## src/rtl/sitda_pkg.sv

```systemverilog
// Shared types and constants for the signed integer to decimal ASCII converter.
package sitda_pkg;

   localparam int VALUE_WIDTH = 32;
   localparam int CHAR_WIDTH  = 7;
   localparam int DIGIT_WIDTH = 4;
   localparam int QUOT_WIDTH  = 29;
   localparam int PROD_WIDTH  = 64;
   localparam int RECIP_SHIFT = 35;
   localparam int QUEUE_DEPTH = 2;

   localparam logic [VALUE_WIDTH-1:0] RECIP_TEN  = 32'hCCCC_CCCD;
   localparam logic [DIGIT_WIDTH-1:0] MAX_DIGITS = 4'd10;
   localparam logic [CHAR_WIDTH-1:0]  CHAR_MINUS = 7'd45;
   localparam logic [CHAR_WIDTH-1:0]  CHAR_ZERO  = 7'd48;

   typedef struct packed {
      logic                   negative;
      logic [VALUE_WIDTH-1:0] magnitude;
   } job_type;

   typedef enum logic [1:0] {
      ST_IDLE,
      ST_CONVERT,
      ST_SIGN,
      ST_DIGITS
   } state_type;

endpackage

```

## src/rtl/sitda_front.sv

```systemverilog
// Input side: sign and magnitude split and a two-entry word queue toward the converter.
module sitda_front (
   input  logic                                clock,
   input  logic                                reset,
   input  logic                                req_push,
   output logic                                req_full,
   input  logic signed [sitda_pkg::VALUE_WIDTH-1:0] req_value,
   output logic                                job_valid,
   input  logic                                job_ready,
   output sitda_pkg::job_type                  job
);

   sitda_pkg::job_type entries_ff [sitda_pkg::QUEUE_DEPTH];
   logic       wr_ptr_ff, wr_ptr_in;
   logic       rd_ptr_ff, rd_ptr_in;
   logic [1:0] count_ff, count_in;
   logic       push_ok;
   logic       pop_ok;
   sitda_pkg::job_type classified;

   always_comb begin
      classified.negative  = req_value[sitda_pkg::VALUE_WIDTH-1];
      classified.magnitude = classified.negative ? (32'd0 - req_value) : req_value;
   end

   assign req_full  = (count_ff == 2'(sitda_pkg::QUEUE_DEPTH));
   assign job_valid = (count_ff != 2'd0);
   assign job       = entries_ff[rd_ptr_ff];
   assign push_ok   = req_push && !req_full;
   assign pop_ok    = job_valid && job_ready;

   always_comb begin
      wr_ptr_in = push_ok ? ~wr_ptr_ff : wr_ptr_ff;
      rd_ptr_in = pop_ok ? ~rd_ptr_ff : rd_ptr_ff;
      count_in  = count_ff + 2'(push_ok) - 2'(pop_ok);
   end

   always_ff @(posedge clock) begin
      if (reset) begin
         wr_ptr_ff <= 1'b0;
         rd_ptr_ff <= 1'b0;
         count_ff  <= 2'd0;
      end else begin
         wr_ptr_ff <= wr_ptr_in;
         rd_ptr_ff <= rd_ptr_in;
         count_ff  <= count_in;
      end
   end

   always_ff @(posedge clock) begin
      if (push_ok) begin
         entries_ff[wr_ptr_ff] <= classified;
      end
   end

endmodule

```

## src/rtl/sitda_back.sv

```systemverilog
// Converter: digit extraction by reciprocal multiply and character output register.
module sitda_back (
   input  logic                                  clock,
   input  logic                                  reset,
   input  logic                                  job_valid,
   output logic                                  job_ready,
   input  sitda_pkg::job_type                    job,
   output logic                                  rsp_empty,
   input  logic                                  rsp_pop,
   output logic [sitda_pkg::CHAR_WIDTH-1:0]      rsp_character,
   output logic                                  rsp_last
);

   sitda_pkg::state_type state_ff, state_in;

   logic [sitda_pkg::QUOT_WIDTH-1:0]  q_ff, q_in;
   logic [sitda_pkg::DIGIT_WIDTH-1:0] mag_lo_ff, mag_lo_in;
   logic                              neg_ff, neg_in;
   logic [sitda_pkg::DIGIT_WIDTH-1:0] ndig_ff, ndig_in;
   logic [sitda_pkg::DIGIT_WIDTH-1:0] idx_ff, idx_in;
   logic [sitda_pkg::DIGIT_WIDTH-1:0] rev_ff [10];
   logic                              rev_we;
   logic [sitda_pkg::DIGIT_WIDTH-1:0] digit;

   logic                              out_valid_ff, out_valid_in;
   logic [sitda_pkg::CHAR_WIDTH-1:0]  char_ff, char_in;
   logic                              last_ff, last_in;

   logic [sitda_pkg::VALUE_WIDTH-1:0] mult_a;
   logic [sitda_pkg::PROD_WIDTH-1:0]  product;
   logic [sitda_pkg::DIGIT_WIDTH-1:0] q_times_ten_lo;
   logic [sitda_pkg::DIGIT_WIDTH-1:0] ndig_next;
   logic                              out_load;
   logic                              pop_ok;

   assign pop_ok   = rsp_pop && out_valid_ff;
   assign out_load = !out_valid_ff || rsp_pop;

   assign mult_a  = (state_ff == sitda_pkg::ST_IDLE) ? job.magnitude
                                                      : {3'b000, q_ff};
   assign product = 64'(mult_a) * 64'(sitda_pkg::RECIP_TEN);

   assign q_times_ten_lo = 4'({q_ff[0], 3'b000}) + 4'({q_ff[2:0], 1'b0});
   assign digit          = mag_lo_ff - q_times_ten_lo;
   assign ndig_next      = ndig_ff + 4'd1;

   always_comb begin
      state_in     = state_ff;
      job_ready    = 1'b0;
      q_in         = q_ff;
      mag_lo_in    = mag_lo_ff;
      neg_in       = neg_ff;
      ndig_in      = ndig_ff;
      idx_in       = idx_ff;
      rev_we       = 1'b0;
      out_valid_in = out_valid_ff && !pop_ok;
      char_in      = char_ff;
      last_in      = last_ff;
      case (state_ff)
         sitda_pkg::ST_IDLE: begin
            job_ready = 1'b1;
            if (job_valid) begin
               q_in      = product[sitda_pkg::PROD_WIDTH-1:sitda_pkg::RECIP_SHIFT];
               mag_lo_in = job.magnitude[sitda_pkg::DIGIT_WIDTH-1:0];
               neg_in    = job.negative;
               ndig_in   = 4'd0;
               state_in  = sitda_pkg::ST_CONVERT;
            end
         end
         sitda_pkg::ST_CONVERT: begin
            rev_we    = 1'b1;
            ndig_in   = ndig_next;
            mag_lo_in = q_ff[sitda_pkg::DIGIT_WIDTH-1:0];
            q_in      = product[sitda_pkg::PROD_WIDTH-1:sitda_pkg::RECIP_SHIFT];
            if ((q_ff == '0) || (ndig_next == sitda_pkg::MAX_DIGITS)) begin
               idx_in   = ndig_ff;
               state_in = neg_ff ? sitda_pkg::ST_SIGN : sitda_pkg::ST_DIGITS;
            end
         end
         sitda_pkg::ST_SIGN: begin
            if (out_load) begin
               out_valid_in = 1'b1;
               char_in      = sitda_pkg::CHAR_MINUS;
               last_in      = 1'b0;
               state_in     = sitda_pkg::ST_DIGITS;
            end
         end
         sitda_pkg::ST_DIGITS: begin
            if (out_load) begin
               out_valid_in = 1'b1;
               char_in      = sitda_pkg::CHAR_ZERO + {3'b000, rev_ff[idx_ff]};
               last_in      = (idx_ff == 4'd0);
               idx_in       = idx_ff - 4'd1;
               if (idx_ff == 4'd0) begin
                  state_in = sitda_pkg::ST_IDLE;
               end
            end
         end
         default: begin
            state_in = sitda_pkg::ST_IDLE;
         end
      endcase
   end

   always_ff @(posedge clock) begin
      if (reset) begin
         state_ff     <= sitda_pkg::ST_IDLE;
         out_valid_ff <= 1'b0;
      end else begin
         state_ff     <= state_in;
         out_valid_ff <= out_valid_in;
      end
   end

   always_ff @(posedge clock) begin
      q_ff      <= q_in;
      mag_lo_ff <= mag_lo_in;
      neg_ff    <= neg_in;
      ndig_ff   <= ndig_in;
      idx_ff    <= idx_in;
      char_ff   <= char_in;
      last_ff   <= last_in;
      if (rev_we) begin
         rev_ff[ndig_ff] <= digit;
      end
   end

   assign rsp_empty     = !out_valid_ff;
   assign rsp_character = char_ff;
   assign rsp_last      = last_ff;

endmodule

```

## src/rtl/signed_int_to_decimal_ascii.sv

```systemverilog
// Top level of the signed 32-bit integer to decimal ASCII converter.
// Each word pushed is a signed 32-bit integer; the block pops out its decimal text one
// character per word, most significant first, with a leading '-' for negative values and
// rsp_last set on the final character. A two-entry input queue takes words while the
// converter is busy. The converter loads a word, then extracts one digit at a time
// through a single 32x32 reciprocal multiply by 1/10 into a registered quotient, then
// passes each character through the output register; it takes no new word until the
// last character of the current one has been loaded into the output register.
module signed_int_to_decimal_ascii (
   input  logic                                      clock,
   input  logic                                      reset,
   input  logic                                      req_push,
   output logic                                      req_full,
   input  logic signed [sitda_pkg::VALUE_WIDTH-1:0]  req_value,
   output logic                                      rsp_empty,
   input  logic                                      rsp_pop,
   output logic [sitda_pkg::CHAR_WIDTH-1:0]          rsp_character,
   output logic                                      rsp_last
);

   logic               job_valid;
   logic               job_ready;
   sitda_pkg::job_type job;

   sitda_front u_front (
      .clock     (clock),
      .reset     (reset),
      .req_push  (req_push),
      .req_full  (req_full),
      .req_value (req_value),
      .job_valid (job_valid),
      .job_ready (job_ready),
      .job       (job)
   );

   sitda_back u_back (
      .clock         (clock),
      .reset         (reset),
      .job_valid     (job_valid),
      .job_ready     (job_ready),
      .job           (job),
      .rsp_empty     (rsp_empty),
      .rsp_pop       (rsp_pop),
      .rsp_character (rsp_character),
      .rsp_last      (rsp_last)
   );

endmodule

```

## config.mk

```make
export PLATFORM = sky130hd
export DESIGN_NAME = signed_int_to_decimal_ascii
export DESIGN_NICKNAME = d
export VERILOG_FILES = /design/src/rtl/sitda_pkg.sv /design/src/rtl/sitda_front.sv /design/src/rtl/sitda_back.sv /design/src/rtl/signed_int_to_decimal_ascii.sv
export SDC_FILE = /design/constraint.sdc
export NUM_CORES = 1
export LEC_CHECK = 0
export BUFFER_PORTS_ARGS = -buffer_cell sky130_fd_sc_hd__buf_2
export CAP_MARGIN = 30
export CELL_PAD_IN_SITES_DETAIL_PLACEMENT = 1
export CELL_PAD_IN_SITES_GLOBAL_PLACEMENT = 2
export CORE_ASPECT_RATIO = 0.75
export CORE_UTILIZATION = 45
export DETAILED_ROUTE_END_ITERATION = 10
export PLACE_DENSITY = 0.89
export SLEW_MARGIN = 20
export SYNTH_ARGS = -nofsm -noshare
export SYNTH_HDL_FRONTEND = slang
export SYNTH_HIERARCHICAL = 1
export SYNTH_SLANG_ARGS = --single-unit
```

## constraint.sdc

```tcl
create_clock -name clock -period 9.6 [get_ports clock]
set_clock_uncertainty 0.1 [all_clocks]
set_input_delay 0.48 -clock clock [delete_from_list [all_inputs] [get_ports clock]]
set_output_delay 0.48 -clock clock [all_outputs]
set_load 0.05 [all_outputs]
```

# After elaboration in Yosys (flattened, before gate mapping)
# Memory sizes are Yosys's and may differ from the RTL's. A register that Yosys moved wholly into a read port is not among the register bits.
# Cells that the tools add are included.
op_classes:
  reduce_logical: 22
  mux: 35
  add_sub_neg: 8
  n_mul: 1
  n_bitwise: 2
  eq_ne: 10
  shifts: 0
  n_div: 0
  magnitude_cmp: 0
op_table:
  columns: ["operator", "n"]
  rows:
  - ["$mul 32x32->64 const B", 1]
  - ["$mux 32", 2]
  - ["$pmux 29 s2", 1]
  - ["$sub 1x32->32 const A", 1]
  - ["$logic_not 29->1", 1]
  - ["$mux 29", 1]
  - ["$pmux 4 s2", 3]
  - ["$mux 4", 5]
  - ["$mux 7", 2]
  - ["$pmux 7 s2", 1]
  - ["$mux 1", 13]
  - ["$mux 2", 5]
  - ["$ne 2x1->1 const B", 4]
  - ["$pmux 2 s4", 1]
  - ["$reduce_bool 2->1", 4]
  - ["$add 6x4->7 const A", 1]
  - ["$eq 2x2->1 const B", 3]
  - ["$reduce_and 3->1", 2]
  - ["$reduce_and 5->1", 1]
  - ["$add 4x1->4 const B", 1]
  - ["$add 4x4->4", 1]
  - ["$eq 4x4->1 const B", 1]
  - ["$logic_and 1x1->1", 4]
  - ["$logic_not 4->1", 1]
  - ["other kinds (13)", 18]
word_totals:
  mem_count: 2
  in_bits: 36
  latchBits: 0
  rom_bits: 0
  out_inout_bits: 10
  ff_bits: 57
  elab_cells: 92
  ram_bits: 106
memory_table:
  columns: ["name", "words", "width", "rd", "rd_clocked_by_memory_dff", "write_ports", "line_no", "text"]
  rows:
  - ["u_front.entries_ff", 2, 33, 1, 1, 1, "sitda_front.sv:13", "sitda_pkg::job_type entries_ff [sitda_pkg::QUEUE_DEPTH];"]
  - ["u_back.rev_ff", 10, 4, 1, 1, 1, "sitda_back.sv:21", "logic [sitda_pkg::DIGIT_WIDTH-1:0] rev_ff [10];"]

# Longest topological paths before layout
logic_depth:
  ltp_word: 6
  mapped_depth: 31
  mapped_depth_nobuf: 29

# Cells and area by module
# The synthesis kept the hierarchy.
modules_own_cells:
  columns: ["mod", "instances", "area_per_inst_um2", "cells_each"]
  rows:
  - ["sitda_back", 1, 21370.5, 2059]
  - ["sitda_front", 1, 3279.4, 224]

# Worst setup path before layout
# OpenSTA, ideal clock, no wires.
synth_path:
  path_type: "register to register"
  from: "reg u_back.state_ff[0]"
  to: "reg u_back/q_ff[26] (netlist bit) (data pin)"
  slack_ns: 0.725
  period_less_slack_ns: 8.875
  stages_incl_launch_ff: 32
  arrival_time_ns: 8.517
  cell_sequence: "dfxtp_1 -> inv_1 -> ha_1 -> buf_6 -> clkbuf_1 -> clkbuf_1 -> buf_1 -> mux2_2 -> ha_1 -> inv_1 -> fa_1 -> inv_1 -> fa_1 -> inv_1 -> fa_1 -> inv_1 -> fa_1 -> fa_1 -> fa_1 -> inv_1 -> fa_1 -> inv_1 -> ha_1 -> nand4_2 -> nor4_4 -> nand3_1 -> or3_1 -> o211a_2 -> a31o_4 -> o41ai_2 -> a21oi_1 -> xnor2_1"
synth_between:
  elab_chain_len: 5
synth_rtl:
  columns: ["element", "line_no", "text"]
  rows:
  - ["from (decl)", "sitda_back.sv:14", "sitda_pkg::state_type state_ff, state_in;"]
  - ["from (signal assigned)", "sitda_back.sv:107", "state_ff <= sitda_pkg::ST_IDLE;"]
  - ["from (signal assigned)", "sitda_back.sv:110", "state_ff <= state_in;"]
  - ["$logic_not 2->1 (*)", "sitda_back.sv:39", "assign mult_a = (state_ff == sitda_pkg::ST_IDLE) ? job.magnitude"]
  - ["$mux 32 (*)", "sitda_back.sv:39", null]
  - ["$mul 32x32->64 (*)", "sitda_back.sv:41", "assign product = 64'(mult_a) * 64'(sitda_pkg::RECIP_TEN);"]
  - ["net u_back.product (one bit)", "sitda_back.sv:30", "logic [sitda_pkg::PROD_WIDTH-1:0] product;"]
  - ["$mux 29", "sitda_back.sv:62", "if (job_valid) begin"]
  - ["$pmux 29 s2 (*)", "sitda_back.sv:59", "case (state_ff)"]
  - ["to (signal assigned)", "sitda_back.sv:116", "q_ff <= q_in;"]
  - ["to (decl)", "sitda_back.sv:16", "logic [sitda_pkg::QUOT_WIDTH-1:0] q_ff, q_in;"]
# Mark *: on every way through the listed nets, which the timed path passes. The rest lies on a longest branch. The select of a mux whose other input is x is not followed.
# A chain may end at the register's enable or synchronous reset.

# Worst setup path after layout
layout_path:
  from: "reg u_back.state_ff[0]"
  to: "reg u_back/q_ff[28] (netlist bit) (data pin)"
# The elaborated chain is that of the path after synthesis.

==> qor.yml <==
outcome: "complete, no violations"
grt_max_degree: 38
critPathCaptureType: "flop"
synthArstFlopShare: 0
cts.sinks: 166
cts_buffers: 17
dpl.hpwl_um: 70880
synthFlopType: "edfxtp_1"
yosysTopAreaCell: "fa_1"
insertion_delay_ns: 0.43
worst_pin_slew_ns: 1.018
path_buf_inv: 7
cp.arrival_ns: 9.18
fp.dieW_um: 272.3
cp_common_cell: "fa_1"
post_cts_buffers: 0
track_usage: 0.3017
fin_util: 0.4954
cp_top_family: "adder cells"
synth_fp_nets: 3063
area_growth_pct: 7.578
worstPathRequired_ns: 9.66
htree_levels: 4
vias: 16880
instances_no_fill: 3075
clk_pin_slew_worst_paths_ns: 0.07
cp_max_fo: 26
synth-edff-count: 154
min_path_type: "in -> reg"
relSlewSlack: 0.3150
die_h_um: 204.7
portBuffers: 43
cts_tree: "yes"
fin_crit_sh: 0.9501
yosys-top-cells-count: "628 x inv_1, 385 x fa_1, 359 x ha_1, 154 x edfxtp_1, 84 x nand2_1"
ys_top_cells_by_area: "fa_1 31%, edfxtp_1 19%, ha_1 18%"
clock_path_buffers: 2
drv_cap: 0
grt_pass1_wl_um: 122300
start_kind: "flop"
detail-route-antenna-nets: 0
stdcell_area_um2: 26520
placed_cell_area_um2: 25920
die_area_um2: 55730
tns_ns: 0
first_iter_violations: 1403
ys_types: 73
yosysMostFrequentCell: "inv_1"
routedWlPerCell_um: 26.07
synth.cell_area_um2: 24650
hold_viol_final: 0
synth_top_cell_area_share: 0.3127
drive_gt1_frac: 0.09060
syn_area_per_cell_um2: 10.80
max_stage_delay_ns: 0.62
ios: 46
clock.fmax_ghz: 0.1096
drc: 0
critical_path_class: "reg -> reg"
grt_pass1_vias: 18930
ys_seq_elements: 166
coreArea_um2: 53520
start_util: 0.4605
via_per_inst: 5.490
r2r_slack_ns: 0.48
synth.yosys.seq_area_share: 0.1974
row_count: 73
grt.overflow.total: 0
routabilityCongestion: 1.077
drt_wl_total_um: 80180
slowest_stage: "ha_1"
grt_setup_unrepaired: "no"
cts-root-buf: "clkbuf_16"
first_pass_iters: 5
syn_inst: 2283
setup_violations: 0
antenna_found_initial: 4
dp.cells: 3041
yosysWarnings: 6
fin_nets: 3129
fin_crit_ns: 9.121
slew_violations: 0
==> per-layer routing <==
metal	wire, um	track usage	part of all wire	vias to the layer above
li1	-	-	-	7413
met1	37420	0.4450	0.47	8862
met2	34760	0.4577	0.43	546
met3	6938	0.06998	0.087	60
met4	1044	0.04655	0.013	2
met5	10	0	0.00012	-
==> sequential cells by signal (all words and copies together), names as in the netlist, 2 cells and up, named ones only <==
register	flops
u_front/entries_ff	66
u_back/rsp_character	5
u_back/rev_ff	40
u_back/idx_ff	4
u_front/count_ff	2
u_back/ndig_ff	4
u_back/mag_lo_ff	4
u_back/state_ff	2
u_back/q_ff	29
==> kinds of logic (layout without fill, tap and decap cells) <==
logic type	Yosys count	count (layout)	share of synthesized area
compound gates	215	215	0.05721
xor+xnor	127	127	0.04512
fa+ha+maj	744	744	0.4949
buf+inv	660	739	0.1011
flops	166	166	0.1974
mux	97	97	0.04736
other cells	2	3	0.0003047
simple gates	272	272	0.05665
==> worst paths after layout <==
check	endpoint	from	depth (start not counted)
setup / recovery	u_back/q_ff[28]	u_back/state_ff[0]	27
hold reg to reg	u_front/rd_ptr_ff	u_front/rd_ptr_ff	2
hold / removal	u_front/entries_ff[0][0]	req_value[0]	1
setup reg to reg	u_back/q_ff[28]	u_back/state_ff[0]	27
==> layout by cell type (no fill, tap or decap), types with 7 or more instances in the layout <==
master     instances
a21oi_1           65
ha_1             358
nand2_1           84
xor2_1            44
nor3_1            18
fa_1             385
nor2_1            51
a21o_1            38
o31ai_1           13
buf_2             43
mux2i_1           12
edfxtp_1         154
and2_1            17
nor4_1             9
mux2_2            77
dfxtp_1           12
xnor2_1           83
clkbuf_16         17
nand4_1           12
mux4_2             8
buf_4             33
inv_1            628
nand3_1           23
o21ai_0           37
a211oi_1           7
and3_1            15
==> worst register-to-register path, delay by kind of cell (launching register included) <==
| family | cells | cell delay [ns] |
|---|---|---|
| adder cells (fa/ha/maj) | 10 | 4.74 |
| AO/OA/AOI/OAI | 7 | 1.50 |
| buffers and inverters | 7 | 1.01 |
| AND/OR/NAND/NOR | 2 | 0.69 |
| multiplexers | 1 | 0.50 |
| flip-flops | 1 | 0.34 |
==> per-stage QoR <==
| step | setup WS (ns) | hold WS, ns |
|---|---|---|
| after CTS | 0.3179 | 0.1697 |
| final | 0.4795 | 0.1864 |
| after global placement | 0.5453 | 0.3953 |
| after detailed placement | 0.3516 | 0.4161 |
| after floorplan | 0.7247 | 0.3637 |
| after global routing | 0.003210 | 0.1755 |
==> cell type report <==
class                           instances  area, um^2
Fill cell                            5854       27010
Multi-Input combinational cell       1457       17310
Sequential cell                       166        4865
Inverter                              628        2357
Tap cell                              712       890.9
Timing Repair Buffer                   79       508.0
Clock buffer                           20       446.7
Clock inverter                         12       135.1
Antenna cell                            1       2.502
==> timing repair <==
action | 4_1_cts | 5_1_grt
hold buffers | 0 | 0
resized for setup | 0 | 1
endpoints found under the setup margin | 0 | 3
Power is left out: the tool's default activity adds up to more than one toggle a clock period on the data nets, which glitch-free logic cannot reach.
